<file path="src/hw/rtl/pcic_pkg.sv">
// Shared types, constants and the control store of the PID regulator.
// No dependencies; imported by every module of the block.
package pcic_pkg;

	localparam int DATA_W    = 32;
	localparam int LIMIT_W   = 31;
	localparam int CFG_IDX_W = 2;
	localparam int PC_W      = 4;
	localparam int FRAC_W    = 16;
	localparam int DIV_W     = DATA_W + FRAC_W;
	localparam int DIV_CNT_W = 6;
	localparam int ACC_W     = 50;
	localparam int MUL_W     = DATA_W + 1;
	localparam int PROD_W    = 2 * MUL_W;

	localparam logic [DIV_CNT_W-1:0] DIV_STEPS = DIV_CNT_W'(DIV_W);

	typedef enum logic [CFG_IDX_W-1:0] {
		REG_KP    = 2'd0,
		REG_KI    = 2'd1,
		REG_KD    = 2'd2,
		REG_LIMIT = 2'd3
	} reg_idx_t;

	typedef struct packed {
		logic signed [DATA_W-1:0] measured_value;
		logic signed [DATA_W-1:0] set_point;
		logic        [DATA_W-1:0] time_step;
	} sample_t;

	typedef struct packed {
		logic signed [DATA_W-1:0] drive_value;
		logic                     drive_saturated;
		logic                     integral_clamped;
	} drive_t;

	typedef enum logic [3:0] {
		OP_NOP,
		OP_LOAD,
		OP_MUL_EDT,
		OP_INTEG,
		OP_DIV_INIT,
		OP_DIV_STEP,
		OP_DIV_END,
		OP_MUL_P,
		OP_MUL_I,
		OP_MUL_D,
		OP_ACC_LOAD,
		OP_ACC_ADD,
		OP_EMIT
	} op_t;

	typedef enum logic [1:0] {
		COND_NEXT,
		COND_ALWAYS,
		COND_DT_ZERO,
		COND_DIV_MORE
	} cond_t;

	typedef struct packed {
		op_t             op;
		logic            take;
		logic            emit;
		cond_t           cond;
		logic [PC_W-1:0] target;
	} ucode_t;

	typedef struct packed {
		op_t  op;
		logic go;
	} dp_ctrl_t;

	typedef struct packed {
		logic dt_zero;
		logic div_more;
		logic slot_free;
	} dp_stat_t;

	localparam logic [PC_W-1:0] STEP_TAKE     = PC_W'(0);
	localparam logic [PC_W-1:0] STEP_ERR_DT   = PC_W'(1);
	localparam logic [PC_W-1:0] STEP_INTEG    = PC_W'(2);
	localparam logic [PC_W-1:0] STEP_DIV_INIT = PC_W'(3);
	localparam logic [PC_W-1:0] STEP_DIV_LOOP = PC_W'(4);
	localparam logic [PC_W-1:0] STEP_DIV_END  = PC_W'(5);
	localparam logic [PC_W-1:0] STEP_MUL_P    = PC_W'(6);
	localparam logic [PC_W-1:0] STEP_ACC_P    = PC_W'(7);
	localparam logic [PC_W-1:0] STEP_MUL_I    = PC_W'(8);
	localparam logic [PC_W-1:0] STEP_ACC_I    = PC_W'(9);
	localparam logic [PC_W-1:0] STEP_MUL_D    = PC_W'(10);
	localparam logic [PC_W-1:0] STEP_ACC_D    = PC_W'(11);
	localparam logic [PC_W-1:0] STEP_EMIT     = PC_W'(12);

	function automatic ucode_t uc(input op_t op, input logic take, input logic emit,
			input cond_t cond, input logic [PC_W-1:0] target);
		ucode_t w;
		w.op     = op;
		w.take   = take;
		w.emit   = emit;
		w.cond   = cond;
		w.target = target;
		return w;
	endfunction

	// Control store: one word per step
	function automatic ucode_t pcic_ucode(input logic [PC_W-1:0] pc);
		ucode_t w;
		unique case (pc)
			STEP_TAKE:     w = uc(OP_LOAD,     1'b1, 1'b0, COND_NEXT,     STEP_TAKE);
			STEP_ERR_DT:   w = uc(OP_MUL_EDT,  1'b0, 1'b0, COND_NEXT,     STEP_TAKE);
			STEP_INTEG:    w = uc(OP_INTEG,    1'b0, 1'b0, COND_NEXT,     STEP_TAKE);
			STEP_DIV_INIT: w = uc(OP_DIV_INIT, 1'b0, 1'b0, COND_DT_ZERO,  STEP_MUL_P);
			STEP_DIV_LOOP: w = uc(OP_DIV_STEP, 1'b0, 1'b0, COND_DIV_MORE, STEP_DIV_LOOP);
			STEP_DIV_END:  w = uc(OP_DIV_END,  1'b0, 1'b0, COND_NEXT,     STEP_TAKE);
			STEP_MUL_P:    w = uc(OP_MUL_P,    1'b0, 1'b0, COND_NEXT,     STEP_TAKE);
			STEP_ACC_P:    w = uc(OP_ACC_LOAD, 1'b0, 1'b0, COND_NEXT,     STEP_TAKE);
			STEP_MUL_I:    w = uc(OP_MUL_I,    1'b0, 1'b0, COND_NEXT,     STEP_TAKE);
			STEP_ACC_I:    w = uc(OP_ACC_ADD,  1'b0, 1'b0, COND_NEXT,     STEP_TAKE);
			STEP_MUL_D:    w = uc(OP_MUL_D,    1'b0, 1'b0, COND_NEXT,     STEP_TAKE);
			STEP_ACC_D:    w = uc(OP_ACC_ADD,  1'b0, 1'b0, COND_NEXT,     STEP_TAKE);
			STEP_EMIT:     w = uc(OP_EMIT,     1'b0, 1'b1, COND_ALWAYS,   STEP_TAKE);
			default:       w = uc(OP_NOP,      1'b0, 1'b0, COND_ALWAYS,   STEP_TAKE);
		endcase
		return w;
	endfunction

endpackage

</file>
<file path="src/hw/rtl/pcic_seq.sv">
// Microcode sequencer: step counter, control store lookup and conditional jumps.
// Depends on pcic_pkg.
module pcic_seq import pcic_pkg::*; (
	input  logic     clk,
	input  logic     arst_n,
	input  logic     sample_valid,
	output logic     sample_stall,
	input  dp_stat_t stat,
	output dp_ctrl_t ctrl
);

	logic [PC_W-1:0] pc_q;
	logic [PC_W-1:0] pc_next;
	ucode_t          word;
	logic            go;
	logic            jump;

	assign word = pcic_ucode(pc_q);

	// hold on an input step with no transfer, or an emit step with the slot full
	assign go = !(word.take && !sample_valid) && !(word.emit && !stat.slot_free);

	assign sample_stall = !word.take;
	assign ctrl.op      = word.op;
	assign ctrl.go      = go;

	always_comb begin
		unique case (word.cond)
			COND_NEXT:     jump = 1'b0;
			COND_ALWAYS:   jump = 1'b1;
			COND_DT_ZERO:  jump = stat.dt_zero;
			COND_DIV_MORE: jump = stat.div_more;
			default:       jump = 1'b0;
		endcase
	end

	always_comb begin
		if (!go) begin
			pc_next = pc_q;
		end else if (jump) begin
			pc_next = word.target;
		end else begin
			pc_next = pc_q + 1'b1;
		end
	end

	always_ff @(posedge clk or negedge arst_n) begin
		if (!arst_n) begin
			pc_q <= STEP_TAKE;
		end else begin
			pc_q <= pc_next;
		end
	end

endmodule

</file>
<file path="src/hw/rtl/pcic_dp.sv">
// Datapath: gain and state registers, shared multiplier, accumulator,
// radix-2 divider step and the output register. Depends on pcic_pkg.
module pcic_dp import pcic_pkg::*; (
	input  logic                 clk,
	input  logic                 arst_n,
	input  logic                 cfg_we,
	input  logic [CFG_IDX_W-1:0] cfg_index,
	input  logic [DATA_W-1:0]    cfg_data,
	input  sample_t              sample,
	input  dp_ctrl_t             ctrl,
	output dp_stat_t             stat,
	input  logic                 drive_stall,
	output logic                 drive_valid,
	output drive_t               drive
);

	localparam logic signed [DATA_W-1:0] SMAX = {1'b0, {(DATA_W-1){1'b1}}};
	localparam logic signed [DATA_W-1:0] SMIN = {1'b1, {(DATA_W-1){1'b0}}};

	logic signed [DATA_W-1:0]  kp_q, ki_q, kd_q;
	logic        [LIMIT_W-1:0] limit_q;
	logic signed [DATA_W-1:0]  integ_q;
	logic signed [DATA_W-1:0]  prev_err_q;

	logic signed [DATA_W-1:0]  err_q;
	logic        [DATA_W-1:0]  dt_q;
	logic signed [DATA_W-1:0]  deriv_q;
	logic signed [PROD_W-1:0]  prod_q;
	logic signed [ACC_W-1:0]   acc_q;
	logic        [DATA_W-1:0]  rem_q;
	logic        [DIV_W-1:0]   divq_q;
	logic [DIV_CNT_W-1:0]      cnt_q;
	logic                      div_neg_q;
	logic                      clamp_q;
	logic                      out_valid_q;
	drive_t                    out_q;

	logic signed [MUL_W-1:0]   mul_a, mul_b;
	logic signed [PROD_W-1:0]  prod_full;
	logic signed [ACC_W-1:0]   prod_fl;
	logic signed [DATA_W:0]    err_diff;
	logic signed [DATA_W-1:0]  err_sat;
	logic signed [ACC_W-1:0]   integ_sum, lim_pos, lim_neg;
	logic signed [DATA_W:0]    hist_diff;
	logic        [DATA_W:0]    hist_mag;
	logic        [DATA_W:0]    div_shift;
	logic        [DATA_W+1:0]  div_trial;
	logic                      q_ovf_pos, q_ovf_neg;
	logic signed [DATA_W-1:0]  deriv_new;
	logic                      acc_ovf;
	logic signed [DATA_W-1:0]  acc_sat;
	logic                      slot_free;
	logic                      emit_go;

	// shared multiplier operand select
	always_comb begin
		unique case (ctrl.op)
			OP_MUL_EDT: begin
				mul_a = {err_q[DATA_W-1], err_q};
				mul_b = {1'b0, dt_q};
			end
			OP_MUL_P: begin
				mul_a = {kp_q[DATA_W-1], kp_q};
				mul_b = {err_q[DATA_W-1], err_q};
			end
			OP_MUL_I: begin
				mul_a = {ki_q[DATA_W-1], ki_q};
				mul_b = {integ_q[DATA_W-1], integ_q};
			end
			OP_MUL_D: begin
				mul_a = {kd_q[DATA_W-1], kd_q};
				mul_b = {deriv_q[DATA_W-1], deriv_q};
			end
			default: begin
				mul_a = '0;
				mul_b = '0;
			end
		endcase
	end

	assign prod_full = mul_a * mul_b;
	assign prod_fl   = ACC_W'(prod_q >>> FRAC_W);

	assign err_diff = (DATA_W+1)'(sample.set_point) - (DATA_W+1)'(sample.measured_value);
	assign err_sat  = (err_diff[DATA_W] != err_diff[DATA_W-1])
		? (err_diff[DATA_W] ? SMIN : SMAX) : err_diff[DATA_W-1:0];

	assign integ_sum = ACC_W'(integ_q) + prod_fl;
	assign lim_pos   = ACC_W'({1'b0, limit_q});
	assign lim_neg   = -lim_pos;

	assign hist_diff = (DATA_W+1)'(err_q) - (DATA_W+1)'(prev_err_q);
	assign hist_mag  = hist_diff[DATA_W] ? (DATA_W+1)'(-hist_diff) : hist_diff;

	assign div_shift = {rem_q, divq_q[DIV_W-1]};
	assign div_trial = {1'b0, div_shift} - {2'b00, dt_q};

	// quotient magnitude against the signed 32-bit range
	assign q_ovf_pos = |divq_q[DIV_W-1:DATA_W-1];
	assign q_ovf_neg = (|divq_q[DIV_W-1:DATA_W])
		|| (divq_q[DATA_W-1] && (|divq_q[DATA_W-2:0]));

	always_comb begin
		if (div_neg_q) begin
			deriv_new = q_ovf_neg ? SMIN : -divq_q[DATA_W-1:0];
		end else begin
			deriv_new = q_ovf_pos ? SMAX : divq_q[DATA_W-1:0];
		end
	end

	assign acc_ovf = !((&acc_q[ACC_W-1:DATA_W-1]) || !(|acc_q[ACC_W-1:DATA_W-1]));
	assign acc_sat = acc_ovf ? (acc_q[ACC_W-1] ? SMIN : SMAX) : acc_q[DATA_W-1:0];

	assign slot_free = !out_valid_q || !drive_stall;
	assign emit_go   = ctrl.go && (ctrl.op == OP_EMIT);

	assign stat.dt_zero   = (dt_q == '0);
	assign stat.div_more  = (cnt_q != DIV_CNT_W'(1));
	assign stat.slot_free = slot_free;

	assign drive_valid = out_valid_q;
	assign drive       = out_q;

	// configuration, loop history and output valid
	always_ff @(posedge clk or negedge arst_n) begin
		if (!arst_n) begin
			kp_q        <= '0;
			ki_q        <= '0;
			kd_q        <= '0;
			limit_q     <= '0;
			integ_q     <= '0;
			prev_err_q  <= '0;
			out_valid_q <= 1'b0;
		end else begin
			if (cfg_we) begin
				unique case (cfg_index)
					REG_KP:    kp_q    <= cfg_data;
					REG_KI:    ki_q    <= cfg_data;
					REG_KD:    kd_q    <= cfg_data;
					REG_LIMIT: limit_q <= cfg_data[LIMIT_W-1:0];
					default:   kp_q    <= kp_q;
				endcase
				integ_q    <= '0;
				prev_err_q <= '0;
			end else if (ctrl.go) begin
				unique case (ctrl.op)
					OP_INTEG: begin
						if (integ_sum > lim_pos) begin
							integ_q <= lim_pos[DATA_W-1:0];
						end else if (integ_sum < lim_neg) begin
							integ_q <= lim_neg[DATA_W-1:0];
						end else begin
							integ_q <= integ_sum[DATA_W-1:0];
						end
					end
					OP_DIV_INIT: prev_err_q <= err_q;
					default: ;
				endcase
			end
			if (emit_go) begin
				out_valid_q <= 1'b1;
			end else if (!drive_stall) begin
				out_valid_q <= 1'b0;
			end
		end
	end

	// working registers
	always_ff @(posedge clk) begin
		if (ctrl.go) begin
			unique case (ctrl.op)
				OP_LOAD: begin
					err_q <= err_sat;
					dt_q  <= sample.time_step;
				end
				OP_MUL_EDT, OP_MUL_P, OP_MUL_I, OP_MUL_D: prod_q <= prod_full;
				OP_INTEG: begin
					clamp_q <= (integ_sum > lim_pos) || (integ_sum < lim_neg);
				end
				OP_DIV_INIT: begin
					div_neg_q <= hist_diff[DATA_W];
					rem_q     <= '0;
					divq_q    <= {hist_mag[DATA_W-1:0], {FRAC_W{1'b0}}};
					cnt_q     <= DIV_STEPS;
					deriv_q   <= '0;
				end
				OP_DIV_STEP: begin
					if (!div_trial[DATA_W+1]) begin
						rem_q <= div_trial[DATA_W-1:0];
					end else begin
						rem_q <= div_shift[DATA_W-1:0];
					end
					divq_q <= {divq_q[DIV_W-2:0], !div_trial[DATA_W+1]};
					cnt_q  <= cnt_q - 1'b1;
				end
				OP_DIV_END:  deriv_q <= deriv_new;
				OP_ACC_LOAD: acc_q   <= prod_fl;
				OP_ACC_ADD:  acc_q   <= acc_q + prod_fl;
				OP_EMIT: begin
					out_q.drive_value      <= acc_sat;
					out_q.drive_saturated  <= acc_ovf;
					out_q.integral_clamped <= clamp_q;
				end
				default: ;
			endcase
		end
	end

endmodule

</file>
<file path="src/hw/rtl/pid_controller_integral_clamp_top.sv">
// PID regulator, Q16.16, integral clamp. A new item is taken only after the last one has
// passed its emit step, so one item is in flight at a time; the derivative divider runs
// 48 one-bit steps, which are skipped when time_step is zero.
// The output register lets the next item start while a result waits.
// Reset clears gains, limit, integral and last error, and the step counter.
// Depends on pcic_pkg, pcic_seq and pcic_dp.
module pid_controller_integral_clamp_top import pcic_pkg::*; (
	input  logic                 clk,
	input  logic                 arst_n,
	input  logic                 cfg_we,
	input  logic [CFG_IDX_W-1:0] cfg_index,
	input  logic [DATA_W-1:0]    cfg_data,
	input  logic                 sample_valid,
	output logic                 sample_stall,
	input  sample_t              sample,
	output logic                 drive_valid,
	input  logic                 drive_stall,
	output drive_t               drive
);

	dp_ctrl_t ctrl;
	dp_stat_t stat;

	pcic_seq u_seq (
		.clk          (clk),
		.arst_n       (arst_n),
		.sample_valid (sample_valid),
		.sample_stall (sample_stall),
		.stat         (stat),
		.ctrl         (ctrl)
	);

	pcic_dp u_dp (
		.clk         (clk),
		.arst_n      (arst_n),
		.cfg_we      (cfg_we),
		.cfg_index   (cfg_index),
		.cfg_data    (cfg_data),
		.sample      (sample),
		.ctrl        (ctrl),
		.stat        (stat),
		.drive_stall (drive_stall),
		.drive_valid (drive_valid),
		.drive       (drive)
	);

endmodule

</file>
<file path="config.mk">
export PLATFORM = sky130hd
export DESIGN_NAME = pid_controller_integral_clamp_top
export DESIGN_NICKNAME = d
export VERILOG_FILES = /design/src/hw/rtl/pcic_pkg.sv /design/src/hw/rtl/pcic_seq.sv /design/src/hw/rtl/pcic_dp.sv /design/src/hw/rtl/pid_controller_integral_clamp_top.sv
export SDC_FILE = /design/constraint.sdc
export NUM_CORES = 2
export LEC_CHECK = 0
export BUFFER_PORTS_ARGS = -buffer_cell sky130_fd_sc_hd__buf_2
export CORE_ASPECT_RATIO = 0.7
export CORE_UTILIZATION = 60
export CTS_BUF_LIST = sky130_fd_sc_hd__clkbuf_4 sky130_fd_sc_hd__clkbuf_8 sky130_fd_sc_hd__clkbuf_16
export DETAILED_ROUTE_END_ITERATION = 8
export GPL_TIMING_DRIVEN = 0
export PLACE_DENSITY = 0.86
export SLEW_MARGIN = 20
export SYNTH_ARGS = -nofsm -noshare
export SYNTH_HDL_FRONTEND = slang
export SYNTH_SLANG_ARGS = --single-unit
</file>
<file path="constraint.sdc">
create_clock -name clk -period 10.7 [get_ports clk]
set_clock_uncertainty 0.1 [all_clocks]
set_input_delay 1.605 -clock clk [delete_from_list [all_inputs] [get_ports clk]]
set_output_delay 1.605 -clock clk [all_outputs]
set_load 0.02 [all_outputs]
</file>
## Word level (Yosys, flattened, before mapping)

Memory sizes are Yosys's and may differ from the RTL's.
Index checks and enable logic that the tools add are counted.

- Add/subtract/negate cells: 10
- Equal/unequal tests: 21
- Shift-type cells: 0
- Reduce and logical (&&, ||, !) cells: 48
- Order comparisons: 2
- Divide/modulo/power cells: 0
- Multiplexer cells: 28
- Multiply operators: 1
- Bitwise operators: 0

Operator list:

| kind | number |
|---|---|
| two-way mux 32 bit | 17 |
| one-hot mux 33 bit (4 select lines) | 2 |
| one-hot mux 32 bit (2 select lines) | 2 |
| one-hot mux 50 bit (2 select lines) | 1 |
| one-hot mux 48 bit (2 select lines) | 1 |
| multiplier 33 x 33 -> 66 bit | 1 |
| subtractor 32 x 32 -> 33 bit | 2 |
| negation 32 bit | 2 |
| adder 32 x 50 -> 50 bit | 1 |
| adder 50 bit | 1 |
| > comparator 50 x 32 -> 1 bit | 1 |
| < comparator 50 bit | 1 |
| negation 31 -> 50 bit | 1 |
| subtractor 33 x 32 -> 34 bit | 1 |
| logical NOT 32 bit | 1 |
| OR reduction 31 bit | 1 |
| AND reduction 2 bit | 14 |
| equality test 4 bit (second input constant) | 5 |
| AND reduction 19 bit | 1 |
| OR reduction 19 bit | 1 |
| OR reduction 17 bit | 1 |
| equality test 4 x 3 -> 1 bit (second input constant) | 4 |
| OR reduction 16 bit | 1 |
| one-hot mux 6 bit (2 select lines) | 1 |
| other kinds (18) | 46 |

- Flip-flop bits (word level): 530
- Memories kept: 1
- ROM bits: 160
- Bits in latches: 0
- Output and inout bits: 36
- Memory bits (writable): 0

Memory list:

| name | depth | width | read ports | clocked after memory_dff | write ports | line | RTL |
|---|---|---|---|---|---|---|---|
| (name not given) | 16 | 10 | 1 | 0 | 0 | pcic_pkg.sv:107 | `unique case (pc)` |

## Depth between registers and ports, before layout

- Depth in word-level cells: 8
- Depth in mapped cells: 41
- Mapped depth without buffers: 36

## Modules after synthesis

A second synthesis with hierarchy kept.

- Cell total of the unflattened synthesis: 8073
- Area total of the unflattened synthesis: 73481.7 sq um

By module, submodules not included:

| module | area an instance (sq um) | times used | cells each | sequential area each (sq um) |
|---|---|---|---|---|
| pcic_dp | 73055.1 | 1 | 8025 | 14353.8 |
| pcic_seq | 426.7 | 1 | 48 | 100.1 |

## Worst setup path after synthesis

Ideal clock, no wire load.

- Path kind: register to register
- Start: register u_seq.pc_q[0]
- End: register u_dp.prod_q[65] (data pin)
- Stages on the path, launching flop included: 38
- Data required time: 10.340 ns
- Buffers on the path: 5
- Setup time: 0.260 ns
- Arrival time: 10.129 ns
- Setup slack: 0.211 ns
- Path through: dfrtp_1 > inv_2 > ha_1 > nor2b_1 > clkbuf_1 > nand3_1 > a22oi_1 > clkbuf_1 > clkbuf_1 > a221o_1 > clkbuf_1 > clkbuf_1 > nand2_1 > fa_1 > inv_1 > fa_1 > fa_1 > fa_1 > (+2 left out) > inv_1 > fa_1 > fa_1 > inv_1 > fa_1 > inv_1 > ha_1 > a21oi_1 > o21bai_1 > a21o_1 > a21o_1 > a21oi_1 > nor2_1 > a211oi_1 > o41a_1 > o31ai_1 > o31a_1 > xnor2_1

- Cells in the longest elaborated chain, start to end: 4

RTL lines:

| element | line | RTL |
|---|---|---|
| start, declared | pcic_seq.sv:12 | `logic [PC_W-1:0] pc_q;` |
| start signal, assigned | pcic_seq.sv:51 | `pc_q <= pc_next;` |
| memory read (16 x 10 bit) * | n/a |  |
| equality test 4 bit, or another cell as far along | pcic_dp.sv:57 | `unique case (ctrl.op)` |
| one-hot mux 33 bit (4 select lines) | pcic_dp.sv:57 |  |
| multiplier 33 x 33 -> 66 bit * | pcic_dp.sv:81 | `assign prod_full = mul_a * mul_b;` |
| net u_dp.prod_full[65] | pcic_dp.sv:39 | `logic signed [PROD_W-1:0] prod_full;` |
| end signal, assigned | pcic_dp.sv:176 | `OP_MUL_EDT, OP_MUL_P, OP_MUL_I, OP_MUL_D: prod_q <= prod_full;` |
| end, declared | pcic_dp.sv:28 | `logic signed [PROD_W-1:0] prod_q;` |

The timed path passes the listed nets; every way through them passes the cells marked *.
A chain may end at the register's enable or synchronous reset.

## Worst setup path after layout

Same ends and word-level chain as after synthesis.

==> implementation parameters <==
Parameter                              Value

Floorplan
  Floorplan die area ... 124000 um2
  # IOs ... 171
  Die width ... 420 um
  Die boundary height ... 295 um
  Initial standard-cell utilization of the core ... 0.610
  Number of standard-cell rows in the floorplan ... 106
  Standard cell core area ... 120000 um2

STA
  Final hold vios ... 0
  Number of pins with negative max-slew slack in the final report ... 0
  Relative slew slack ... 0.193
  Min Tclk post-route ... 10.76 ns
  Tcrit/Tclk final ... 1.01
  Unrepaired setup endpoints after global routing ... true
  F_max ... 92.9 MHz
  Post-layout worst setup margin ... -0.0587 ns
  Setup TNS after final layout ... -0.0587 ns
  Worst slew pin tran ... 1.20 ns
  Number of failing setup endpoints in the final timing report ... 1

Run status
  Outcome ... complete, but fails checks
  Violations in the final reports ... DRC, setup timing

Global routing
  Antenna violations before repair ... 29
  Number of global-route vias before repair ... 64300
  Remaining global-route overflow ... 0
  Largest net degree at the start of global routing ... 96
  First-pass GRT wire length ... 442 mm
  Combined global-route utilization of all metal layers ... 0.506

Detailed routing
  Avg WL per Cell ... 31.0 um
  Number of nets with antenna violations after detailed routing ... 0
  Number of violations reported at the end of detailed-routing iteration 0 ... 9762
  Remaining routing DRC violations ... 52
  Vias/cell ... 6.61
  Wire length reported by the detailed router ... 314 mm
  Overall via count from detail_route ... 66900
  First-pass DRT Iterations ... 9

Synth
  Post-Synthesis Cell Area ... 73400 um2
  Synthesized-area fraction occupied by xor and xnor cells ... 0.0327
  Share of the yosys chip area belonging to registers ... 0.197
  Share of synthesized registers carrying an async set or reset ... 0.381
  Mux contribution to synthesized area ... 0.0305
  Average size of a mapped cell ... 9.15 um2
  Synthesized-area fraction occupied by adder cells ... 0.393
  Number of storage elements in the synthesis netlist ... 514
  Post-synth top flop ... sky130_fd_sc_hd__edfxtp_1
  Combinational family with the most area after synthesis ... adder cells
  Synthesized-area fraction occupied by ao, oa, aoi and oai cells ... 0.118
  Cell variety after synth ... 86
  Synthesized netlist cell count ... 8025
  Post-synth net total ... 9784
  Post-synthesis share of cell area spent on and, or, nand and nor gates ... 0.142
  Number of enable-type register cells in the synthesized netlist ... 318
  Number of warnings issued by yosys ... 0

Worst setup path
  Delay of the slowest critical-path stage ... 0.59 ns
  CP max-delay cell ... sky130_fd_sc_hd__fa_1
  Highest fanout seen on the critical path ... 10
  Crit Path Category ... flop to flop
  Most common cell on crit path ... sky130_fd_sc_hd__fa_1
  Data arrival, critical path ... 11.05 ns
  CP Capture Type ... flop
  Cell family contributing the most delay on the critical path ... adder cells
  CP Launch Type ... flop
  Data required, critical path ... 10.99 ns
  Worst path bufs/invs ... 8

CTS
  Clock tree from TritonCTS ... built
  Clock-pin slew of the registers on the worst-case setup and hold paths ... 0.07 ns
  Num CTS Buffers ... 53
  Worst skew pair latency ... 0.72 ns
  # clock sinks ... 514
  CTS max path bufs ... 3
  Cell at the root of the clock tree ... sky130_fd_sc_hd__clkbuf_16
  H-tree Lvls ... 2

Cells and area
  Final cell count without fillers ... 10100
  Leading cell types in the layout, fill and taps excluded ... sky130_fd_sc_hd__inv_1, sky130_fd_sc_hd__fa_1, sky130_fd_sc_hd__nand2_1
  Area delta synth->final ... 13.0%
  Leading cell type in the layout, fill and taps excluded ... sky130_fd_sc_hd__inv_1
  Fraction of layout instances using a drive strength above 1 ... 0.126
  Number of nets in the layout ... 10200

Placed design
  Instance count after placement with tap cells included ... 9879
  DP Wirelength ... 251 mm
  Number of buffer cells added on primary ports ... 169
  Gp weighted congestion ... 1.12

Hold path
  Min-delay worst type ... flop to flop

Run
  Max Cap Violations ... 0
## stage by stage
stage          worst slack (ns)   util  hold WS, ns  cell area [um2]
2_1_floorplan             0.211      -        0.300            73400
3_3_place_gp              -3.59  0.634        0.320            76300
3_5_place_dp              -3.42  0.645        0.307            77600
4_1_cts               0.0000684  0.682        0.322            82000
5_1_grt                  -0.112  0.689        0.334            82900
6_report                -0.0587  0.690        0.324            83000
## cells in the mapped netlist, drive strengths merged, types with 71 or more instances
| cell type | count | share of area |
|---|---|---|
| o21ai | 259 | 0.018 |
| inv | 1313 | 0.067 |
| ha | 498 | 0.085 |
| nand4 | 71 | 0.0061 |
| nand2 | 1015 | 0.052 |
| edfxtp | 318 | 0.13 |
| xor2 | 99 | 0.012 |
| a21o | 192 | 0.020 |
| clkbuf | 341 | 0.017 |
| a21oi | 392 | 0.027 |
| fa | 1126 | 0.31 |
| nor2 | 818 | 0.042 |
| mux2 | 143 | 0.022 |
| xnor2 | 175 | 0.021 |
| dfrtp | 196 | 0.067 |
| a221oi | 76 | 0.0091 |
## final timing paths
| check | slack (ns) | depth (start not counted) | start | to |
|---|---|---|---|---|
| max | -0.06 | 36 | u_seq.pc_q[0]$_DFFE_PN0P_ | u_dp.prod_q[65]$_DFFE_PP_ |
| min | 0.32 | 0 | u_dp.clamp_q$_DFFE_PP_ | u_dp.drive[0]$_DFFE_PP_ |
| max reg2reg | -0.06 | 36 | u_seq.pc_q[0]$_DFFE_PN0P_ | u_dp.prod_q[65]$_DFFE_PP_ |
| min reg2reg | 0.32 | 0 | u_dp.clamp_q$_DFFE_PP_ | u_dp.drive[0]$_DFFE_PP_ |
| max in group asynchronous | 8.59 | 3 | arst_n | u_dp.integ_q[19]$_DFFE_PN0P_ |
| min in group asynchronous | 0.66 | 1 | arst_n | u_dp.prev_err_q[30]$_DFFE_PN0P_ |
## per-layer routing
layer	share of wire	GRT usage
met5	0.0031	0.0512
met4	0.063	0.254
met3	0.19	0.303
met2	0.37	0.636
met1	0.37	0.668
## cells by family (layout without fill, tap and decap cells)
| group | Yosys count | in the layout |
|---|---|---|
| AND/OR/NAND/NOR | 2387 | 2388 |
| buffers and inverters | 1683 | 2135 |
| adder cells (fa/ha/maj) | 1633 | 1633 |
| AO/OA/AOI/OAI | 1328 | 1328 |
| flip-flops | 514 | 514 |
| XOR/XNOR | 274 | 274 |
| multiplexers | 206 | 206 |
| other | 0 | 31 |
## layout make-up
type | count | area, um2
multi-input cells | 5829 | 54300
fillers | 9312 | 37300
flip-flops and latches | 514 | 14500
inverters | 1314 | 4950
repair buffers | 383 | 2860
plain buffers | 340 | 2440
well taps | 1620 | 2030
clock buffers | 70 | 1520
clock inverters | 28 | 339
diodes | 31 | 77.6
## sequential cells by signal, summed over array words and instances, names as in the netlist, 34 cells and up
name,count
u_dp.acc_q,50
u_dp.prod_q,50
u_dp.divq_q,48
u_dp.drive,34
## repair_timing
item                                    in CTS  in global routing
hold buffers                                 0                  0
resized for setup                          552                181
endpoints found under the setup margin      50                 31
pin swaps                                   36                 20
setup buffers                              106                 43
cloned                                       1                  0
Power is left out: the tool's default activity adds up to more than one toggle a clock period on the data nets, which glitch-free logic cannot reach.
